===== config.mk =====
export PLATFORM = sky130hd
export DESIGN_NAME = dlu_cell
export DESIGN_NICKNAME = d
export VERILOG_FILES = /design/src/sv/dlu_pkg.sv /design/src/sv/dlu_cell.sv
export SDC_FILE = /design/constraint.sdc
export NUM_CORES = 1
export LEC_CHECK = 0
export BUFFER_PORTS_ARGS = -buffer_cell sky130_fd_sc_hd__buf_2
export CELL_PAD_IN_SITES_DETAIL_PLACEMENT = 0
export CELL_PAD_IN_SITES_GLOBAL_PLACEMENT = 1
export CORE_MARGIN = 4
export CORE_UTILIZATION = 53
export CTS_CLUSTER_SIZE = 8
export DETAILED_ROUTE_END_ITERATION = 16
export GPL_TIMING_DRIVEN = 0
export MAX_ROUTING_LAYER = met4
export PLACE_DENSITY_LB_ADDON = 0.15
export SLEW_MARGIN = 20
export SYNTH_ARGS = -nofsm -noshare
export SYNTH_HDL_FRONTEND = slang
export SYNTH_SLANG_ARGS = --single-unit

===== constraint.sdc =====
create_clock -name i_clk -period 6.8 [get_ports i_clk]
set_input_delay 0.34 -clock i_clk [delete_from_list [all_inputs] [get_ports i_clk]]
set_output_delay 0.34 -clock i_clk [all_outputs]
set_load 0.01 [all_outputs]

===== src/sv/dlu_pkg.sv =====
`default_nettype none
package dlu_pkg;

    localparam int DEF_MAX_ORDER = 8;
    localparam int ORDER_LIMIT   = 8;
    localparam int CFG_W         = 4;
    localparam int VAL_W         = 32;
    localparam int FRAC_W        = 16;
    localparam int PROD_W        = 48;
    localparam int ACC_W         = 52;
    localparam int QUO_W         = VAL_W + FRAC_W;
    localparam logic [CFG_W-1:0] SIZE_RESET = 4'd1;

    typedef enum logic [1:0] {
        OP_WR_MAT = 2'd0,
        OP_FACT   = 2'd1,
        OP_WR_RHS = 2'd2,
        OP_SOLVE  = 2'd3
    } t_op;

    typedef enum logic [1:0] {
        STAT_OK   = 2'd0,
        STAT_ZERO = 2'd1,
        STAT_SAT  = 2'd2
    } t_status;

    // source of a cell's second read port, and target of a cell write
    typedef enum logic [1:0] {
        SRC_MAT = 2'd0,
        SRC_X   = 2'd1,
        SRC_B   = 2'd2
    } t_src;

    typedef enum logic [1:0] {
        MODE_FACT = 2'd0,
        MODE_FWD  = 2'd1,
        MODE_BWD  = 2'd2
    } t_mode;

    typedef enum logic [3:0] {
        ST_IDLE,
        ST_BASE_RD,
        ST_BASE_LAT,
        ST_TERM_RD,
        ST_TERM_LAT,
        ST_MUL,
        ST_ACC,
        ST_DIFF,
        ST_DEN_RD,
        ST_DEN_LAT,
        ST_DIV_GO,
        ST_DIV_WAIT,
        ST_WRITE,
        ST_CHK_RD,
        ST_CHK_TST,
        ST_EMIT
    } t_state;

    typedef struct packed {
        logic rd_a;
        logic rd_b;
        t_src b_src;
        logic wr;
        t_src wr_sel;
    } t_cell_ctl;

endpackage
`default_nettype wire


===== src/sv/dlu_cell.sv =====
`default_nettype none
module dlu_cell #(
    parameter int MAX_ORDER = 8,
    parameter int CELL_ID   = 0
) (
    input  wire                          i_clk,
    input  wire dlu_pkg::t_cell_ctl      i_ctl,
    input  wire [$clog2(MAX_ORDER)-1:0]  i_a_row,
    input  wire [$clog2(MAX_ORDER)-1:0]  i_a_col,
    input  wire [$clog2(MAX_ORDER)-1:0]  i_b_row,
    input  wire [$clog2(MAX_ORDER)-1:0]  i_b_col,
    input  wire [$clog2(MAX_ORDER)-1:0]  i_wr_row,
    input  wire [$clog2(MAX_ORDER)-1:0]  i_wr_col,
    input  wire [dlu_pkg::VAL_W-1:0]     i_wr_data,
    input  wire [dlu_pkg::VAL_W-1:0]     i_a_chain,
    input  wire [dlu_pkg::VAL_W-1:0]     i_b_chain,
    output logic [dlu_pkg::VAL_W-1:0]    o_a_chain,
    output logic [dlu_pkg::VAL_W-1:0]    o_b_chain
);
    import dlu_pkg::*;

    localparam int RW = $clog2(MAX_ORDER);
    localparam logic [RW-1:0] MY_ROW = RW'(CELL_ID);

    logic [VAL_W-1:0] r_row [MAX_ORDER];
    logic [VAL_W-1:0] r_b;
    logic [VAL_W-1:0] r_x;
    logic [VAL_W-1:0] r_qa;
    logic [VAL_W-1:0] r_qb;
    logic             hit_a;
    logic             hit_b;
    logic [RW-1:0]    rd_col;

    // one row read per cycle: only one port ever targets this row at a time
    assign hit_a  = i_ctl.rd_a && (i_a_row == MY_ROW);
    assign hit_b  = i_ctl.rd_b && (i_b_row == MY_ROW);
    assign rd_col = hit_a ? i_a_col : i_b_col;

    // store row entries, rhs entry and solution entry
    always_ff @(posedge i_clk) begin
        if (i_ctl.wr && (i_wr_row == MY_ROW)) begin
            case (i_ctl.wr_sel)
                SRC_MAT: r_row[i_wr_col] <= i_wr_data;
                SRC_B:   r_b <= i_wr_data;
                SRC_X:   r_x <= i_wr_data;
                default: r_b <= r_b;
            endcase
        end
    end

    // register reads, zero when this row is not addressed
    always_ff @(posedge i_clk) begin
        r_qa <= hit_a ? r_row[rd_col] : '0;
        if (!hit_b) begin
            r_qb <= '0;
        end else begin
            case (i_ctl.b_src)
                SRC_X:   r_qb <= r_x;
                SRC_B:   r_qb <= r_b;
                default: r_qb <= r_row[rd_col];
            endcase
        end
    end

    // merge into the read chain toward the next cell
    assign o_a_chain = i_a_chain | r_qa;
    assign o_b_chain = i_b_chain | r_qb;

endmodule
`default_nettype wire


==> metrics.yaml, run 1 <==
yosys:
  syn-cell-area_mm2: 0.0171
  ys_types: 34
  yosysSeqAreaShare_pct: 63.5
  yosysWarnings: 0
  synth-edff-count: 320
  postSynthCellCount: 1178
  synth_ff_type: "edfxtp_1"
  synth_seq_cells: 384
  avgSynthCellArea_um2: 14.6
  synth_nets: 1302
  postSynth.asyncResetShare_pct: 0
sta:
  final.min_clock_period_ps: 2750
  clock_skew_ps: 15.1
  finalCritPeriodShare_pct: 40.5
  drv_slew: 0
  relSlewSlack_pct: 23.8
  worst_slack_ps: 4050
  max_freq_mhz: 364
  finalSetupViolations: 0
  worst_slew_pin_slew_ps: 1140
  finalHoldViolations: 0
  rsz0062_at_grt: "no"
critical_path:
  worstReg2RegEnd: "r_qb[31]$_SDFF_PN0_"
  start_kind: "input port"
  cp_data_required_time_ps: 7050
  regToRegStartpoint: "r_row[6][31]$_DFFE_PP_"
  path_class: "input port to flop"
  worstSetupEndpointType: "flop"
  reg2reg_depth: 5
  crit_end: "r_row[0][23]$_DFFE_PP_"
  ff2ff_setup_slack_ps: 5260
  path_max_fanout: 7
  crit_start: "i_wr_row[1]"
  crit_arrival_ps: 3000
final_layout:
  drive_gt1_share_pct: 30.1
  register_area_mm2: 0.0109
  layout-area-overhead-vs-synth_pct: 19.4
  fillCellCount: 2385
  most-common-layout-cells: "edfxtp_1 (320), mux2i_1 (224), buf_2 (194)"
  multi_input_area_mm2: 0.00572
  layout_commonest_cell: "edfxtp_1"
  final_cells: 1897
  nets: 1572
  post-route-util_pct: 64.6
worst_hold_path:
  hold_depth: 1
  min_from: "i_wr_data[24]"
  hold_path.class: "input port to flop"
floorplan:
  fp.dieW_um: 188
  die_h_um: 188
  core_mm2: 0.0317
  start_util_pct: 54.0
  row_count: 65
  die_area_mm2: 0.0353
  ios: 186
cts:
  clock_sinks: 384
  clk_pin_slew_ps: 50
  cts_resized: 0
  cts_hold_buf: 0
  cts_root_buf: "clkbuf_16"
  cts_htree_levels: 2
  post_cts_buffers: 0
  clockBufferDepth: 3
  cts_tree: "built"
  cts_buffers: 53
  clk-insertion-delay-late_ps: 560
place:
  dp_hpwl_um: 32900
  port_buffers: 182
  dp_slack_ps: 3520
  gp_congestion: 0.835
  dp_cells: 1795
pwr:
  ir_drop_v: 0.000206
  p_leak_uw: 0.00782
  power.density_mw_per_mm2: 267
routing:
  viasPerCell: 6.18
  drtAntennaViolNets: 0
  wl_um: 49400
  route.detailed.drc: 0
  initialDrtViolationCount: 1139
  wl_per_cell_um: 26.0
  vias: 11728
  first_pass_iters: 5
grt:
  grt_usage_pct: 27.8
  use_met1_pct: 36.6
  grt_use_met2_pct: 43.0
  grt_pass1_wl_um: 71200
  grt_pass1_vias: 11721
  grt_max_degree: 22
  overflow: 0
  use_met3_pct: 6.79
  antenna_found_initial: 2
  grt-busiest-layer: "met2"
run:
  drv_cap: 0
run_status:
  status: "finished clean"
-- registers in the layout (all words and copies together) (netlist names) --
name,flops
r_row,256
r_x,32
r_qb,32
r_qa,32
r_b,32
-- per-stage QoR --
step	setup TNS, ps	power [uW]	instance area [um^2]	hold slack, ps
6_report	0	5480	20500	90.5
5_1_grt	0	5630	20500	85.1
4_1_cts	0	5490	20500	69.4
3_5_place_dp	0	3070	18900	614
3_3_place_gp	-46280	3070	18600	603
2_1_floorplan	0	2890	17100	439
-- routing by layer --
layer | routed length [um] | share of wire, % | vias to the layer above
li1 | - | - | 5196
met1 | 20400 | 41 | 5752
met2 | 22600 | 46 | 668
met3 | 4850 | 9.8 | 112
met4 | 1560 | 3.1 | 0
met5 | 0 | 0 | -
-- kinds of logic (layout without fill, tap and decap cells) --
kind of cell | after synthesis | after routing | share of synthesized area (%)
buf+inv | 95 | 410 | 3.39
simple gates | 185 | 185 | 5.41
other cells | 0 | 2 | 0
flops | 384 | 384 | 63.5
mux | 256 | 256 | 15.2
compound gates | 256 | 256 | 12.3
fa+ha+maj | 2 | 2 | 0.146
-- cell usage after synthesis (2+ instances only) --
library cell | n | area (um^2)
dfxtp_1 | 64 | 1280
buf_6 | 6 | 67.6
nor3_1 | 2 | 10.0
or2_2 | 64 | 400
nor3b_1 | 5 | 37.5
nor2_1 | 68 | 255
a221oi_1 | 33 | 289
buf_12 | 6 | 120
mux2i_1 | 224 | 2240
a22o_1 | 32 | 280
nand2_1 | 34 | 128
nor2b_1 | 4 | 25.0
and3b_1 | 2 | 17.5
o21ai_0 | 3 | 15.0
edfxtp_1 | 320 | 9610
buf_2 | 12 | 60.1
o21ai_1 | 29 | 145
buf_8 | 2 | 30.0
or4b_2 | 2 | 20.0
a221o_1 | 31 | 310
mux2_2 | 32 | 360
a31oi_1 | 32 | 200
a22oi_1 | 64 | 480
ha_1 | 2 | 25.0
clkbuf_1 | 53 | 199
buf_4 | 12 | 90.1
a211oi_2 | 31 | 388
inv_1 | 3 | 11.3
-- final cells by class --
cell class / instances / area share, %
antenna: 2 / 0.0244
buffer: 92 / 2.79
clock buffer: 99 / 7.53
clock inverter: 1 / 0.0428
inverter: 3 / 0.0550
multi-input combinational: 699 / 27.9
sequential: 384 / 53.2
tap: 402 / 2.46
timing repair buffer: 215 / 5.99
-- power by group --
group	switching, uW	total [uW]	internal, uW
Clock	937	2440	1500
Combinational	285	467	183
Sequential	4.40	2570	2570
Total	1230	5480	4250
-- worst min-delay path by stage --
stage | to | slack [ps]
finish | r_b[24]$_DFFE_PP_ | 90
global route | r_row[1][6]$_DFFE_PP_ | 90
CTS | r_x[21]$_DFFE_PP_ | 70
detailed placement | r_qb[12]$_SDFF_PN0_ | 610
global placement | r_qb[14]$_SDFF_PN0_ | 600
floorplan | r_b[0]$_DFFE_PP_ | 440
-- critical path, stage by stage --
cell and delay [ps]:
buf_2 90, or4b_2 730, nor4_1 490, nor3b_2 720, buf_6 250, buf_4 170, buf_4 200
No activity file was read; power rests on OpenSTA's default activity.
==> run 2, diff against run 1 <==
CORE_UTILIZATION = 44   (was 53)
clock period = 2.4 ns   (was 6.8 ns; I/O delays follow)
==> run 2 against run 1 <==
Worst hold slack worse by 38 ps. Largest power group unchanged. Wire length grew 4.5%. Largest cell class unchanged. Sequential share of layout area shrank 1.4 points. Global-route usage down 3.0 points. Worst setup slack got worse by 3700 ps.
==> metrics.yaml, run 2 (synthesized netlist as in run 1, its figures left out) <==
run_status:
  status: "finished clean"
worst_hold_path:
  hold_depth: 2
  hold_path.class: "input port to flop"
pwr:
  power.density_mw_per_mm2: 742
  p_leak_uw: 0.00795
  ir_drop_v: 0.000502
critical_path:
  reg2reg_depth: 5
  path_class: "input port to flop"
  path_max_fanout: 10
  worstSetupEndpointType: "flop"
  cp_data_required_time_ps: 2690
  start_kind: "input port"
  crit_arrival_ps: 2370
final_layout:
  layout-area-overhead-vs-synth_pct: 22.6
  fillCellCount: 3313
  register_area_mm2: 0.0109
  nets: 1596
  largest_register_ffs: 256
  diodes: 0
  most-common-layout-cells: "edfxtp_1 (320), mux2i_1 (224), buf_2 (194)"
  drive_gt1_share_pct: 29.1
  multi_input_area_mm2: 0.00578
  largest-register: "r_row"
  layout_commonest_cell: "edfxtp_1"
sta:
  max_freq_mhz: 481
  finalCritPeriodShare_pct: 86.7
  finalSetupViolations: 0
  finalHoldViolations: 0
  drv_slew: 0
  rsz0062_at_grt: "no"
  relSlewSlack_pct: 21.5
  worst_slew_pin_slew_ps: 1180
  final.min_clock_period_ps: 2080
  worst_slack_ps: 320
  clock_skew_ps: 25.0
  setup_tns_ps: 0
cts:
  cts_root_buf: "clkbuf_16"
  clockBufferDepth: 3
  clock_sinks: 384
  cts_tree: "built"
  cts_buffers: 53
  post_cts_buffers: 0
  clk-insertion-delay-late_ps: 590
  cts_htree_levels: 2
  clk_pin_slew_ps: 50
routing:
  viasPerCell: 5.79
  wl_um: 51700
  wl_per_cell_um: 25.5
  drtAntennaViolNets: 0
  met3_wirelength_um: 3640
  dr.max_layer_used: "met4"
  wl_met1_um: 22400
  vias: 11744
  route.detailed.drc: 0
  initialDrtViolationCount: 864
  first_pass_iters: 5
  route.met2.wl_um: 24400
place:
  port_buffers: 182
  gp_congestion: 0.788
  dp_slack_ps: -262
  dp_hpwl_um: 34000
floorplan:
  core_mm2: 0.0386
  die_area_mm2: 0.0422
  ios: 186
  fp.dieW_um: 205
  start_util_pct: 44.5
  die_h_um: 205
  row_count: 72
grt:
  grt_usage_pct: 24.8
  antenna_found_initial: 0
  grt_max_degree: 28
  grt_pass1_wl_um: 74600
  overflow: 0
  grt_pass1_vias: 11841
run:
  drv_cap: 0
## run 2: cell count changes in the layout (fill, tap and decap cells not counted), moves of 5 or more
| cell | change |
|---|---|
| buf_6 | +5 |
| buf_4 | -24 |
| dlygate4sd3_1 | +34 |
| nor3b_2 | -5 |
| buf_8 | +8 |
| nor3b_4 | +5 |
| clkbuf_1 | -6 |
## run 2: metal layers
metal / vias to the layer above / track usage [%]
met5: - / -
met4: 0 / 6.82
met3: 90 / 4.24
met2: 480 / 39.4
met1: 5927 / 33.5
li1: 5247 / -
## run 2: final timing paths
path	startpoint	endpoint	slack, ps
max	i_ctl[1]	r_row[3][2]$_DFFE_PP_	320
min	i_wr_col[2]	r_row[0][19]$_DFFE_PP_	50
max reg2reg	r_row[6][12]$_DFFE_PP_	r_qb[12]$_SDFF_PN0_	940
min reg2reg	r_b[5]$_DFFE_PP_	r_qb[5]$_SDFF_PN0_	620
## run 2: what timing repair did
action                     in CTS  in global routing
resized for setup               0                  0
setup endpoints to repair       0                  0
hold buffers                   34                  0
hold endpoints to repair      330                  0
## run 2: cell type report
class	count	area share, %
clock buffer	93	7.22
sequential	384	51.8
inverter	3	0.0536
tap	518	3.08
clock inverter	1	0.0417
timing repair buffer	239	7.61
buffer	92	2.71
multi-input combinational	699	27.5
## run 2: metrics by stage
step / cell area, um^2 / power (uW) / hold slack, ps / utilization (%) / std cells
floorplan: 17200 / 8190 / 219 / - / 1178
global placement: 18800 / 8720 / 418 / 48.7 / 1878
detailed placement: 19100 / 8730 / 421 / 49.6 / 1900
CTS: 21000 / 15700 / 20.6 / 54.5 / 2028
global route: 21000 / 16100 / 41.7 / 54.5 / 2029
finish: 21000 / 15600 / 52.8 / 54.5 / 2029
## run 2: critical path, stage by stage
cell and delay, ps:
dlygate4sd3_1 530, buf_2 160, nor3_1 180, nand2_1 260, nor3b_4 680, buf_8 250
buf_8 180
## run 2: power breakdown
group / total (uW) / switching, uW / leakage (uW) / internal [uW]
registers: 7280 / 12.3 / 0.00340 / 7270
logic: 1380 / 823 / 0.00383 / 557
clock network: 6940 / 2720 / 0.000727 / 4220
==> run 3, diff against run 2 <==
==> constraint.sdc (replaced) <==
create_clock -name i_clk -period 2.4 [get_ports i_clk]
set_input_delay 0.48 -clock i_clk [delete_from_list [all_inputs] [get_ports i_clk]]
set_output_delay 0.48 -clock i_clk [all_outputs]
set_load 0.01 [all_outputs]
==> run 3 against run 2 <==
Total power shrank 0.17%. Count of clock-buffer cells in the layout grew 5. Worst hold slack gained 150 ps. Die area is the same. Core utilization shrank 1.0 points. Wire length shrank 3.9%. Sequential cell count is the same. Cell count shrank 1.6%. Sequential share of layout area grew 0.99 points. Register-to-register slack lost 150 ps. Clock power is essentially flat. Highest routed layer unchanged.
==> metrics.yaml, run 3 (synthesized netlist as in run 1, its figures left out) <==
grt:
  grt_max_degree: 33
  grt_pass1_wl_um: 71900
  antenna_found_initial: 0
  grt_pass1_vias: 11694
  overflow: 0
  grt_usage_pct: 23.8
run:
  drv_cap: 0
floorplan:
  core_mm2: 0.0386
  start_util_pct: 44.5
  ios: 186
  die_h_um: 205
  fp.dieW_um: 205
  row_count: 72
  die_area_mm2: 0.0422
cts:
  cts_tree: "built"
  cts_resized: 0
  clockBufferDepth: 3
  cts_htree_levels: 2
  post_cts_buffers: 0
  clock_sinks: 384
  clk_pin_slew_ps: 50
  cts_buffers: 53
  clk-insertion-delay-late_ps: 580
  cts_hold_buf: 0
  cts_root_buf: "clkbuf_16"
critical_path:
  reg2reg_depth: 5
  start_kind: "input port"
  critPathBufInv: 3
  cp_top_family: "simple AND/OR/NAND/NOR gates"
  ff2ff_setup_slack_ps: 790
  regToRegStartpoint: "r_row[7][31]$_DFFE_PP_"
  worstReg2RegEnd: "r_qb[31]$_SDFF_PN0_"
  path_cells: "buf_2, or4b_4, nor4_2, nor3b_4, buf_8, buf_6"
  slowest_stage: "or4b_4"
  crit_arrival_ps: 2520
  cp_slowest_stage_delay_ps: 590
  worstSetupEndpointType: "flop"
  cp_data_required_time_ps: 2670
  path_max_fanout: 10
  path_class: "input port to flop"
sta:
  drv_slew: 0
  worst_slew_pin_slew_ps: 1050
  final.min_clock_period_ps: 2250
  finalSetupViolations: 0
  clock_skew_ps: 14.5
  finalHoldViolations: 0
  finalCritPeriodShare_pct: 93.7
  max_freq_mhz: 445
  whs_ps: 198
  rsz0062_at_grt: "no"
  setup_tns_ps: 0
  relSlewSlack_pct: 30.2
final_layout:
  layout-area-overhead-vs-synth_pct: 20.3
  largest_register_ffs: 256
  largest-register: "r_row"
  post-route-util_pct: 53.5
  layout_commonest_cell: "edfxtp_1"
  nets: 1558
  drive_gt1_share_pct: 29.6
  diodes: 0
  most-common-layout-cells: "edfxtp_1 (320), mux2i_1 (224), buf_2 (194)"
worst_hold_path:
  min_from: "i_wr_data[20]"
  hold_depth: 1
  hold_path.class: "input port to flop"
  hold_end: "r_row[3][20]$_DFFE_PP_"
run_status:
  status: "finished clean"
routing:
  route.detailed.drc: 0
  initialDrtViolationCount: 846
  first_pass_iters: 5
  vias: 11421
  wl_per_cell_um: 24.9
  wl_um: 49600
  viasPerCell: 5.72
  drtAntennaViolNets: 0
pwr:
  power.density_mw_per_mm2: 755
  ir_drop_v: 0.000574
  p_leak_uw: 0.00778
place:
  dp_hpwl_um: 33400
  gp_congestion: 0.800
  port_buffers: 182
## run 3: worst max path at each step
stage	startpoint	end	slack, ps	cells past startpoint
2_1_floorplan	i_wr_row[1]	r_row[3][0]$_DFFE_PP_	-280	4
3_3_place_gp	i_wr_row[1]	r_row[0][3]$_DFFE_PP_	-1430	4
3_5_place_dp	i_wr_row[1]	r_row[4][3]$_DFFE_PP_	-590	4
4_1_cts	i_wr_row[1]	r_row[4][2]$_DFFE_PP_	3	4
5_1_grt	i_wr_row[1]	r_row[0][31]$_DFFE_PP_	20	6
6_report	i_wr_row[1]	r_row[0][4]$_DFFE_PP_	150	6
## run 3: worst register-to-register path, cell delays in order (launching register included)
cell and delay, ps:
edfxtp_1 350, mux2i_1 90, a22oi_1 190, nand2_1 110, a221o_1 380, a211oi_2 360
## run 3: power breakdown
group / switching, uW / leakage [uW] / internal [uW]
clock network: 2720 / 0.000733 / 4250
logic: 798 / 0.00365 / 519
registers: 12.3 / 0.00340 / 7270
total: 3530 / 0.00778 / 12000
## run 3: layout make-up
class	instances	area, um^2
timing repair buffer	201	1180
fill	3306	17900
multi-input combinational	699	5780
inverter	3	11.3
sequential	384	10900
clock buffer	98	1540
buffer	92	571
clock inverter	1	8.76
tap	518	648
## run 3: layer usage
metal | part of all wire (%) | global-route usage [%] | routed length (um) | vias up
met5 | 0 | - | 0 | -
met3 | 6.1 | 3.88 | 3030 | 105
met2 | 48 | 38.5 | 23600 | 391
met1 | 44 | 31.1 | 21600 | 5764
li1 | - | - | - | 5161
met4 | 2.8 | 7.63 | 1390 | 0
## run 3: per-stage QoR
step | area, um^2 | power, uW | instances | worst slack (ps)
2_1_floorplan | 17200 | 8190 | 1178 | -279
3_5_place_dp | 19100 | 8720 | 1897 | -592
6_report | 20600 | 15600 | 1996 | 152
5_1_grt | 20600 | 16000 | 1996 | 17.2
3_3_place_gp | 18800 | 8710 | 1878 | -1430
4_1_cts | 20600 | 15700 | 1996 | 2.58
