--- src/sv/dlu_pkg.sv ---
`default_nettype none
package dlu_pkg;

    localparam int DEF_MAX_ORDER = 8;
    localparam int ORDER_LIMIT   = 8;
    localparam int CFG_W         = 4;
    localparam int VAL_W         = 32;
    localparam int FRAC_W        = 16;
    localparam int PROD_W        = 48;
    localparam int ACC_W         = 52;
    localparam int QUO_W         = VAL_W + FRAC_W;
    localparam logic [CFG_W-1:0] SIZE_RESET = 4'd1;

    typedef enum logic [1:0] {
        OP_WR_MAT = 2'd0,
        OP_FACT   = 2'd1,
        OP_WR_RHS = 2'd2,
        OP_SOLVE  = 2'd3
    } t_op;

    typedef enum logic [1:0] {
        STAT_OK   = 2'd0,
        STAT_ZERO = 2'd1,
        STAT_SAT  = 2'd2
    } t_status;

    // source of a cell's second read port, and target of a cell write
    typedef enum logic [1:0] {
        SRC_MAT = 2'd0,
        SRC_X   = 2'd1,
        SRC_B   = 2'd2
    } t_src;

    typedef enum logic [1:0] {
        MODE_FACT = 2'd0,
        MODE_FWD  = 2'd1,
        MODE_BWD  = 2'd2
    } t_mode;

    typedef enum logic [3:0] {
        ST_IDLE,
        ST_BASE_RD,
        ST_BASE_LAT,
        ST_TERM_RD,
        ST_TERM_LAT,
        ST_MUL,
        ST_ACC,
        ST_DIFF,
        ST_DEN_RD,
        ST_DEN_LAT,
        ST_DIV_GO,
        ST_DIV_WAIT,
        ST_WRITE,
        ST_CHK_RD,
        ST_CHK_TST,
        ST_EMIT
    } t_state;

    typedef struct packed {
        logic rd_a;
        logic rd_b;
        t_src b_src;
        logic wr;
        t_src wr_sel;
    } t_cell_ctl;

endpackage
`default_nettype wire

--- src/sv/dlu_div.sv ---
`default_nettype none
module dlu_div (
    input  wire                          i_clk,
    input  wire                          i_rst_n,
    input  wire                          i_start,
    input  wire [dlu_pkg::VAL_W-1:0]     i_num,
    input  wire [dlu_pkg::VAL_W-1:0]     i_den,
    output logic                         o_done,
    output logic [dlu_pkg::VAL_W-1:0]    o_quot,
    output logic                         o_ovf
);
    import dlu_pkg::*;

    localparam int CNT_W = $clog2(QUO_W + 1);

    logic               r_run;
    logic               r_done;
    logic [CNT_W-1:0]   r_cnt;
    logic [VAL_W:0]     r_rem;
    logic [QUO_W-1:0]   r_q;
    logic [VAL_W-1:0]   r_dmag;
    logic               r_neg;
    logic [VAL_W:0]     trial;
    logic               ge;
    logic [VAL_W-1:0]   num_mag;
    logic [VAL_W-1:0]   den_mag;

    assign num_mag = i_num[VAL_W-1] ? (~i_num + 1'b1) : i_num;
    assign den_mag = i_den[VAL_W-1] ? (~i_den + 1'b1) : i_den;
    assign trial   = {r_rem[VAL_W-1:0], r_q[QUO_W-1]};
    assign ge      = trial >= {1'b0, r_dmag};

    // run control
    always_ff @(posedge i_clk) begin
        if (!i_rst_n) begin
            r_run  <= 1'b0;
            r_done <= 1'b0;
            r_cnt  <= '0;
        end else begin
            r_done <= 1'b0;
            if (i_start) begin
                r_run <= 1'b1;
                r_cnt <= CNT_W'(QUO_W);
            end else if (r_run) begin
                r_cnt <= r_cnt - 1'b1;
                if (r_cnt == CNT_W'(1)) begin
                    r_run  <= 1'b0;
                    r_done <= 1'b1;
                end
            end
        end
    end

    // restoring division, one quotient bit per cycle
    always_ff @(posedge i_clk) begin
        if (i_start) begin
            r_q    <= {num_mag, {FRAC_W{1'b0}}};
            r_rem  <= '0;
            r_dmag <= den_mag;
            r_neg  <= i_num[VAL_W-1] ^ i_den[VAL_W-1];
        end else if (r_run) begin
            r_rem <= ge ? (trial - {1'b0, r_dmag}) : trial;
            r_q   <= {r_q[QUO_W-2:0], ge};
        end
    end

    // apply sign and saturate
    always_comb begin
        o_ovf  = 1'b0;
        o_quot = r_q[VAL_W-1:0];
        if (r_neg) begin
            if (r_q > QUO_W'(64'h8000_0000)) begin
                o_ovf  = 1'b1;
                o_quot = 32'h8000_0000;
            end else begin
                o_quot = ~r_q[VAL_W-1:0] + 1'b1;
            end
        end else if (r_q > QUO_W'(64'h7FFF_FFFF)) begin
            o_ovf  = 1'b1;
            o_quot = 32'h7FFF_FFFF;
        end
    end

    assign o_done = r_done;

endmodule
`default_nettype wire

--- config.mk ---
export PLATFORM = sky130hd
export DESIGN_NAME = dlu_div
export DESIGN_NICKNAME = d
export VERILOG_FILES = /design/src/sv/dlu_pkg.sv /design/src/sv/dlu_div.sv
export SDC_FILE = /design/constraint.sdc
export NUM_CORES = 1
export LEC_CHECK = 0
export BUFFER_PORTS_ARGS = -buffer_cell sky130_fd_sc_hd__buf_2
export CORE_MARGIN = 2
export CORE_UTILIZATION = 55
export DETAILED_ROUTE_END_ITERATION = 8
export PLACE_DENSITY = 0.76
export RECOVER_POWER = 25
export SETUP_SLACK_MARGIN = 0.5
export SLEW_MARGIN = 40
export SYNTH_ARGS = -nofsm -noshare
export SYNTH_HDL_FRONTEND = slang
export SYNTH_SLANG_ARGS = --single-unit
--- constraint.sdc ---
create_clock -name i_clk -period 3.7 [get_ports i_clk]
set_clock_uncertainty 0.05 [all_clocks]
set_input_delay 0.185 -clock i_clk [delete_from_list [all_inputs] [get_ports i_clk]]
set_output_delay 0.185 -clock i_clk [all_outputs]
set_load 0.1 [all_outputs]
==> results of run 1 <==
[kinds of logic after synthesis]
family                     Yosys count
and+or+nand+nor                    332
AOI/OAI and AO/OA                  286
DFF                                121
buffers and inverters              120
xor gates and xnor gates            91
adders and majority gates           38
muxes                               37
[path summary, 6_finish.rpt]
kind	from	end	slack, ns
worst max register to register	r_dmag[6]	r_rem[15]	0.62
worst min-delay path	i_den[29]	r_dmag[29]	0.02
worst max-delay path	r_q[8]	o_quot[21]	-0.24
worst min register to register	r_cnt[1]	r_cnt[1]	0.44
[worst reg2reg max path: stages, from the launching register on]
cell	delay (ns)
edfxtp_1	0.37
inv_1	0.07
ha_1	0.27
a21o_1	0.19
a21o_1	0.19
a32oi_1	0.29
o211ai_1	0.22
a31oi_2	0.33
o31a_2	0.21
buf_4	0.26
mux2i_1	0.32
a211oi_1	0.12
[flip-flops by register name (all words and copies together) (netlist names)]
register and flops:
r_cnt 6, r_dmag 32, r_q 48, r_rem 32, o_done 1, r_neg 1, r_run 1
[per-stage QoR]
stage | TNS (ns) | setup WS (ns) | util [%] | power, mW
floorplan | -1.48 | -0.125 | - | 2.78
global placement | 0 | 0.253 | 67.2 | 3.22
detailed placement | 0 | 0.169 | 67.2 | 3.24
CTS | -2.83 | -0.144 | 73.5 | 5.03
global route | -6.57 | -0.338 | 75.5 | 5.31
finish | -3.91 | -0.237 | 75.5 | 5.11
[per-layer routing]
layer  up-vias  routed length, um
met5         -                  0
li1       4044                  -
met2       348              12400
met3        72               1580
met1      4016              10700
met4         0                928
[power by group]
part	internal (mW)	total, mW	switching [mW]
sequential	1.55	1.64	0.0926
clock	1.13	1.75	0.622
combinational	0.673	1.72	1.04
[cells in the mapped netlist, drive strengths merged (26+ instances only)]
cell	number
a211oi	26
a22o	30
o31ai	31
o311ai	27
ha	37
edfxtp	65
o21ai	53
inv	56
nand2	94
nor2	97
clkbuf	51
a21oi	39
mux2i	37
xnor2	79
dfxtp	56
nor3	26
[final cells by class]
type                       count  area (um^2)  area share [%]
inverter                      56          223            1.86
multi-input combinational    787         6350            53.0
sequential                   121         3080            25.7
clock inverter                15          200            1.67
tap                          216          270            2.25
clock buffer                  17          425            3.55
timing repair buffer         148         1450            12.0
[repair_timing]
item / CTS / global route
endpoints found under the hold margin: 3 / 0
endpoints found under the setup margin: 33 / 65
gates resized for setup: 49 / 53
gates cloned: 3 / 0
pin swaps: 33 / 23
hold buffers: 2 / 0
buffers inserted: 11 / 7
==> flow_summary.ini, run 1 <==
[status]
status = finished, violations left
violations = capacitance limit, slew limit, setup timing

[finish]
nets = 1236
area_growth_pct = 34.6
fill_cells = 1083
layout-drive-gt1-share_pct = 24.7
fin_area_um2 = 12000
antennaDiodeCount = 0
mostFrequentLayoutCell = nor2_1
layout.cells.non_filler = 1360
final_cell_mix = nor2_1, nand2_1, xnor2_1, edfxtp_1, buf_2

[clocking]
cts_sinks = 121
cts_tree = yes
root_buffer = clkbuf_16
clockBufferDepth = 2
cts_max_level = 4
clk_pin_slew_ns = 0.06
cts_made_buffers = 17
clk_latency_ns = 0.42

[synthesis]
synth-compound-area-share_pct = 23.3
yosysWarnings = 0
syn-instance-count = 1025
yosysTopAreaCellShare_pct = 21.9
avgSynthCellArea_um2 = 8.69
ys_ff_latch = 121
synth_top_family_by_area = compound AO/OA/AOI/OAI gates
ys.flop_type = edfxtp_1
ys_seq_area_share_pct = 34.5
synth_area_leader_cell = edfxtp_1
async_reset_ff_share_pct = 0
synth_edf_count = 65
syn_area_um2 = 8910
muxShareOfSynthArea_pct = 4.16
ys_top_cells_by_area = edfxtp_1, dfxtp_1, xnor2_1
syn-num-nets = 1130
synth_xor_xnor_area_share_pct = 8.95
synth-simple-area-share_pct = 18.2
yosysUniqueCellTypes = 68
synth-adder-area-share_pct = 5.42

[global_route]
antenna_found_initial = 0
use_met3_pct = 5.44
grt-busiest-layer = met2
met2_usage_pct = 46.1
grt_pass1_wl_um = 38800
grt_pass1_vias = 7840
track_usage_pct = 27.2
grt-ovfl-total = 0
met1_usage_pct = 34.8
grt_max_degree = 85

[power_and_ir_drop]
ir_worst_vdd_mv = 0.371
p_leak_nw = 4.80
power.density_nw_per_um2 = 426

[worst_hold_path]
min_path_type = in -> reg
hold_depth = 2

[floorplan]
die_h_um = 131
die_w_um = 131
ios = 101
rows = 46
die_area_um2 = 17200
fp.coreArea_um2 = 15900
start_util_pct = 56.1

[drt]
drt-total-wl_um = 25600
antenna_left = 0
vias_per_cell = 6.24
wl_per_cell_um = 18.8
drc = 0
dr_total_vias = 8480
drtPass1Iterations = 6
dr.first_iter.drc_count = 753

[sta]
final-max-slew-violation-count = 52
slew_headroom_pct = -60.1
final.min_clock_period_ns = 3.94
rsz0062_at_grt = yes
fin_hold_ws_ns = 0.0199
finalSetupViolCount = 30
setup_slack_ns = -0.237
worst_pin_slew_ns = 2.40
clock.fmax_mhz = 254
final_hold_viol_count = 0
finalCritPeriodShare_pct = 106

[placement]
dp_cells = 1305
dpl.hpwl_um = 15800
portBuffers = 100
placed_area_um2 = 10700
gp_congestion = 0.893

[critical_path]
path_buf_inv = 3
crit_chain = or4_4, or3_4, or4_4, o41ai_4, nand2b_1, buf_6, buf_12, o41ai_4, nand2_1, o311ai_4, buf_12
endpoint_kind = primary output
crit_type = reg -> out
r2r_cells = 11
crit_fanout = 7
critPathSlowestCell = or4_4
cp.required_ns = 3.46
max_stage_delay_ns = 0.55
crit_arrival_ns = 3.70
cp_top_family = simple AND/OR/NAND/NOR gates
worstSetupPathDepth = 11
worstSetupStartpointType = register

[flow_run]
drv_cap = 1
(Power assumes the default switching activity.)
==> run 2: changes to the inputs <==
--- a/config.mk
+++ b/config.mk
@@ -6,6 +6,7 @@
 export NUM_CORES = 1
 export LEC_CHECK = 0
 export BUFFER_PORTS_ARGS = -buffer_cell sky130_fd_sc_hd__buf_2
+export CORE_ASPECT_RATIO = 0.5
 export CORE_MARGIN = 2
 export CORE_UTILIZATION = 55
 export DETAILED_ROUTE_END_ITERATION = 8
==> run 2 against run 1 <==
  * The flow still finishes with violations (capacitance limit, slew limit, setup timing)
  * Utilization grew 1.0 points
  * Combinational power hardly changed
  * Worst setup slack worse by 0.022 ns
  * Critical path type unchanged
  * Register-to-register slack about the same
  * Non-clock buffer count up 6
  * Clock power about the same
  * Sequential share of layout area rose by 0.084 points
  * First-iteration DRC count is 24% higher
==> flow_summary.ini, run 2 (synthesis results as in run 1) <==
[status]
status = finished, violations left
violations = capacitance limit, slew limit, setup timing

[power_and_ir_drop]
ir_worst_vdd_mv = 0.323
power_mw = 5.10
power.density_nw_per_um2 = 427
p_leak_nw = 4.79

[placement]
dpl.hpwl_um = 16300
place_ws_ns = 0.165
dp_cells = 1294
portBuffers = 100
gp_congestion = 0.924

[clocking]
cts_made_buffers = 17
cts_max_level = 4
clk_latency_ns = 0.42
clk_pin_slew_ns = 0.06
root_buffer = clkbuf_16
clockBufferDepth = 2
cts_tree = yes
cts_sinks = 121

[floorplan]
ios = 101
start_util_pct = 57.1
fp.coreArea_um2 = 15600
die_area_um2 = 17300
die_w_um = 184
rows = 32
die_h_um = 94

[sta]
worst_pin_slew_ns = 2.17
finalSetupViolCount = 30
final-max-slew-violation-count = 46
clock.fmax_mhz = 253
setup_slack_ns = -0.259
final.min_clock_period_ns = 3.96
final_hold_viol_count = 0
rsz0062_at_grt = yes
slew_headroom_pct = -44.5
fin_hold_ws_ns = 0.0272
finalCritPeriodShare_pct = 107

[drt]
antenna_left = 0
dr.max_layer_used = met4
vias_per_cell = 6.29
dr.first_iter.drc_count = 933
wl_per_cell_um = 18.4
wl_met1_um = 11200
route.met3.wl_um = 1720
wl_met2_um = 11600
dr_total_vias = 8518
drc = 0
drtPass1Iterations = 7
drt-total-wl_um = 25000

[critical_path]
endpoint_kind = primary output
r2r-start = r_dmag[1]
worstSetupStartpointType = register
crit_type = reg -> out
r2r_cells = 11
r2r_end = r_rem[24]
crit_fanout = 6
r2r_setup_slack_ns = 0.62
cp.required_ns = 3.46
crit_arrival_ns = 3.72

[global_route]
grt_max_degree = 84
grt_pass1_vias = 7897
track_usage_pct = 28.3
grt-ovfl-total = 0
grt_pass1_wl_um = 39200
antenna_found_initial = 0

[worst_hold_path]
hold_depth = 2
hold_end = r_dmag[21]
worstHoldStart = i_den[21]
min_path_type = in -> reg

[finish]
antennaDiodeCount = 0
mostFrequentLayoutCell = nor2_1
largest_register_ffs = 48
regMostFlops = r_q
layout-drive-gt1-share_pct = 25.2
fin_util_pct = 76.5
layout.cells.non_filler = 1354
area_growth_pct = 34.2
reg.largest.list = r_q: 48 flops, r_dmag: 32 flops, r_rem: 32 flops
nets = 1242
final_cell_mix = nor2_1, nand2_1, xnor2_1, edfxtp_1, buf_2

[flow_run]
drv_cap = 1
run 2: changes by cell type in the layout (fill, tap and decap cells not counted), moves of 2 or more:
cell      before  now
clkinv_1       2    0
buf_12        37   35
buf_6          9   12
o21ai_0       44   42
inv_6          2    4
buf_4         31   33
o41ai_4        7    1
buf_8          1    3
dfxtp_2        1    3
o41ai_1        8   11
o41ai_2        4    7
run 2: timing repair:
item / CTS / global route
gates cloned: 4 / 0
setup endpoints to repair: 35 / 48
hold buffers: 2 / 0
gates resized for setup: 39 / 64
pin swaps: 25 / 31
endpoints found under the hold margin: 3 / 0
buffers inserted: 13 / 9
run 2: area by class of cell:
class	count	area (um^2)
Multi-Input combinational cell	787	6300
Fill cell	1046	3660
Sequential cell	121	3080
Timing Repair Buffer	154	1490
Clock buffer	17	425
Tap cell	204	255
Inverter	56	223
Clock inverter	15	189
run 2: critical path: stages, from the launching register on:
cell and delay [ns]:
dfxtp_2 0.33, or4_4 0.54, or3_4 0.36, or4_4 0.51
o41ai_2 0.32, nand2b_1 0.18, buf_6 0.19, buf_8 0.15
o41ai_2 0.22, nand2_1 0.16, o311ai_4 0.13, buf_12 0.21
run 2: how the worst max path moves through the flow:
stage,cells after the start,end,from
2_1_floorplan,10,o_quot[17],r_q[17]
3_3_place_gp,11,o_quot[17],r_q[0]
3_5_place_dp,11,o_quot[17],r_q[0]
4_1_cts,11,o_quot[11],r_q[16]
5_1_grt,11,o_quot[21],r_q[8]
6_report,11,o_quot[13],r_q[8]
run 2: stage by stage:
step                TNS [ns]  instance area, um^2
finish                 -4.85                12000
global route           -5.97                12000
CTS                    -1.69                11600
detailed placement         0                10700
global placement           0                10700
floorplan              -1.48                 9500
run 2: power by group:
part,internal (mW),switching (mW),total (mW)
combinational,0.676,1.04,1.71
sequential,1.55,0.0923,1.64
clock,1.07,0.676,1.75
total,3.30,1.80,5.10
run 2: layer usage:
layer	vias to the layer above	track usage [%]
li1	4050	-
met3	51	5.50
met5	-	0
met4	0	5.73
met2	373	46.6
met1	4044	38.9
==> run 3: changes to the inputs <==
--- a/config.mk
+++ b/config.mk
@@ -5,12 +5,14 @@
 export SDC_FILE = /design/constraint.sdc
 export NUM_CORES = 1
 export LEC_CHECK = 0
-export BUFFER_PORTS_ARGS = -buffer_cell sky130_fd_sc_hd__buf_2
+export CELL_PAD_IN_SITES_DETAIL_PLACEMENT = 0
+export CELL_PAD_IN_SITES_GLOBAL_PLACEMENT = 2
 export CORE_ASPECT_RATIO = 0.5
 export CORE_MARGIN = 2
-export CORE_UTILIZATION = 55
+export CORE_UTILIZATION = 40
 export DETAILED_ROUTE_END_ITERATION = 8
-export PLACE_DENSITY = 0.76
+export DONT_BUFFER_PORTS = 1
+export PLACE_DENSITY_LB_ADDON = 0.1
 export RECOVER_POWER = 25
 export SETUP_SLACK_MARGIN = 0.5
 export SLEW_MARGIN = 40
==> run 3 against run 2 <==
  * The flow still finishes with violations (capacitance limit, slew limit, setup timing)
  * Sequential power hardly changed
  * Design area is 0.19% higher
  * Cell count is 5.2% higher
  * Global-route usage is 5.4 points lower
  * Sequential share of layout area is 0.059 points lower
  * Worst setup slack better by 0.14 ns
  * Critical path type unchanged
  * Fmax is 3.7% higher
  * Non-clock buffer count is 25 lower
  * Worst hold slack worse by 0.011 ns
  * Utilization is 22 points lower
==> flow_summary.ini, run 3 (synthesis results as in run 1) <==
[status]
status = finished, violations left
violations = capacitance limit, slew limit, setup timing

[finish]
antennaDiodeCount = 0
largest_register_ffs = 48
nets = 1217
area_growth_pct = 34.4
regMostFlops = r_q
final_cell_mix = nor2_1, nand2_1, xnor2_1, edfxtp_1
reg.largest.list = r_q: 48 flops, r_dmag: 32 flops, r_rem: 32 flops
layout-drive-gt1-share_pct = 18.8
fill_cells = 1968
mostFrequentLayoutCell = nor2_1

[critical_path]
max_stage_delay_ns = 0.54
crit_type = reg -> out
crit_fanout = 6
crit_chain = or4_4, or3_4, buf_4, or4_4, or3_4, or3_4, o21ai_1, nand2_1, nand3_4
worstSetupStartpointType = register
crit_path_frequent_cell = or3_4
crit_arrival_ns = 3.58
endpoint_kind = primary output
critPathSlowestCell = or4_4
cp.required_ns = 3.46

[drt]
wl_met2_um = 11600
drtPass1Iterations = 5
wl_per_cell_um = 18.5
dr.first_iter.drc_count = 511
drc = 0
drt-total-wl_um = 26300
antenna_left = 0
wl_met1_um = 13300
vias_per_cell = 5.70
route.met3.wl_um = 1070
dr.max_layer_used = met4
dr_total_vias = 8124

[sta]
worst_pin_slew_ns = 2.72
rsz0062_at_grt = yes
finalSetupViolCount = 29
final_hold_viol_count = 0
clock.fmax_mhz = 262
setup_slack_ns = -0.118
finalCritPeriodShare_pct = 103
setup_tns_ns = -1.69
final.min_clock_period_ns = 3.82
slew_headroom_pct = -81.3
final-max-slew-violation-count = 167

[clocking]
root_buffer = clkbuf_16
clk_pin_slew_ns = 0.06
cts_max_level = 4
clk_latency_ns = 0.43
cts_made_buffers = 17
clockBufferDepth = 2
cts_sinks = 121
cts_tree = yes

[placement]
dpl.hpwl_um = 17800
portBuffers = 0
gp_congestion = 0.862

[global_route]
antenna_found_initial = 0
grt-ovfl-total = 0
grt_pass1_wl_um = 42300
track_usage_pct = 22.9
grt_pass1_vias = 7866
grt_max_degree = 121

[power_and_ir_drop]
ir_worst_vdd_mv = 0.376
power_mw = 4.89
power.density_nw_per_um2 = 408
p_leak_nw = 4.64

[floorplan]
die_h_um = 110
ios = 101
die_area_um2 = 23600
start_util_pct = 40.9
rows = 38
fp.coreArea_um2 = 21800
die_w_um = 215

[worst_hold_path]
min_path_type = in -> reg

[flow_run]
drv_cap = 2
## run 3: cell count changes in the layout (fill, tap and decap cells not counted), sizes merged
| cell | previous run | this run |
|---|---|---|
| buf | 146 | 79 |
| dlygate4sd3 | 2 | 48 |
| clkbuf | 23 | 20 |
| bufinv | 3 | 2 |
| clkinvlp | 1 | 6 |
| inv | 60 | 55 |
## run 3: final timing paths
path              cells past startpoint  slack (ns)     start          to
hold reg to reg                       2        0.45  r_rem[1]    r_rem[1]
hold / removal                        2        0.02  i_num[3]     r_q[19]
setup / recovery                      9       -0.12    r_q[7]  o_quot[30]
setup reg to reg                      4        0.26     r_run     r_q[39]
## run 3: metal layers
metal  track usage (%)  up-vias
met3              5.28       24
met1              31.6     3931
li1                  -     4010
met5                 0        -
met2              36.5      159
met4              5.52        0
## run 3: layout make-up
cell class	instances	area [um^2]	share of cell area, %
clock inverters	14	133	1.11
clock buffers	18	429	3.58
well taps	300	375	3.13
inverters	56	223	1.86
flip-flops and latches	121	3080	25.7
repair buffers	129	1530	12.8
multi-input cells	787	6210	51.8
## run 3: stage by stage
step | util, % | setup slack (ns) | std cells | hold WS (ns) | cell area, um^2
floorplan | - | -0.125 | 1025 | 0.234 | 9500
global route | 55.0 | -0.275 | 1425 | 0.00457 | 12000
finish | 55.0 | -0.118 | 1425 | 0.0162 | 12000
global placement | 47.8 | 0.189 | 1321 | 0.233 | 10400
CTS | 54.1 | -0.232 | 1420 | 0.000160 | 11800
detailed placement | 47.8 | 0.0976 | 1321 | 0.232 | 10400
## run 3: worst max-delay path: cells and delay by family, from the launching register on
kind	cells	cell delay [ns]
and+or+nand+nor	7	2.55
DFF	1	0.31
buffers and inverters	1	0.17
AOI/OAI and AO/OA	1	0.12
## run 3: what timing repair did
action                     4_1_cts  5_1_grt
resized for setup               33       40
setup buffers                   14        2
hold endpoints to repair       152        0
hold buffers                    50        0
gates cloned                     3        1
setup endpoints to repair       33       64
pin swaps                       24       13
## run 3: report_power, final
part	total [mW]	internal, mW	switching, mW
logic	1.64	0.670	0.975
registers	1.64	1.55	0.0948
clock network	1.60	0.976	0.623
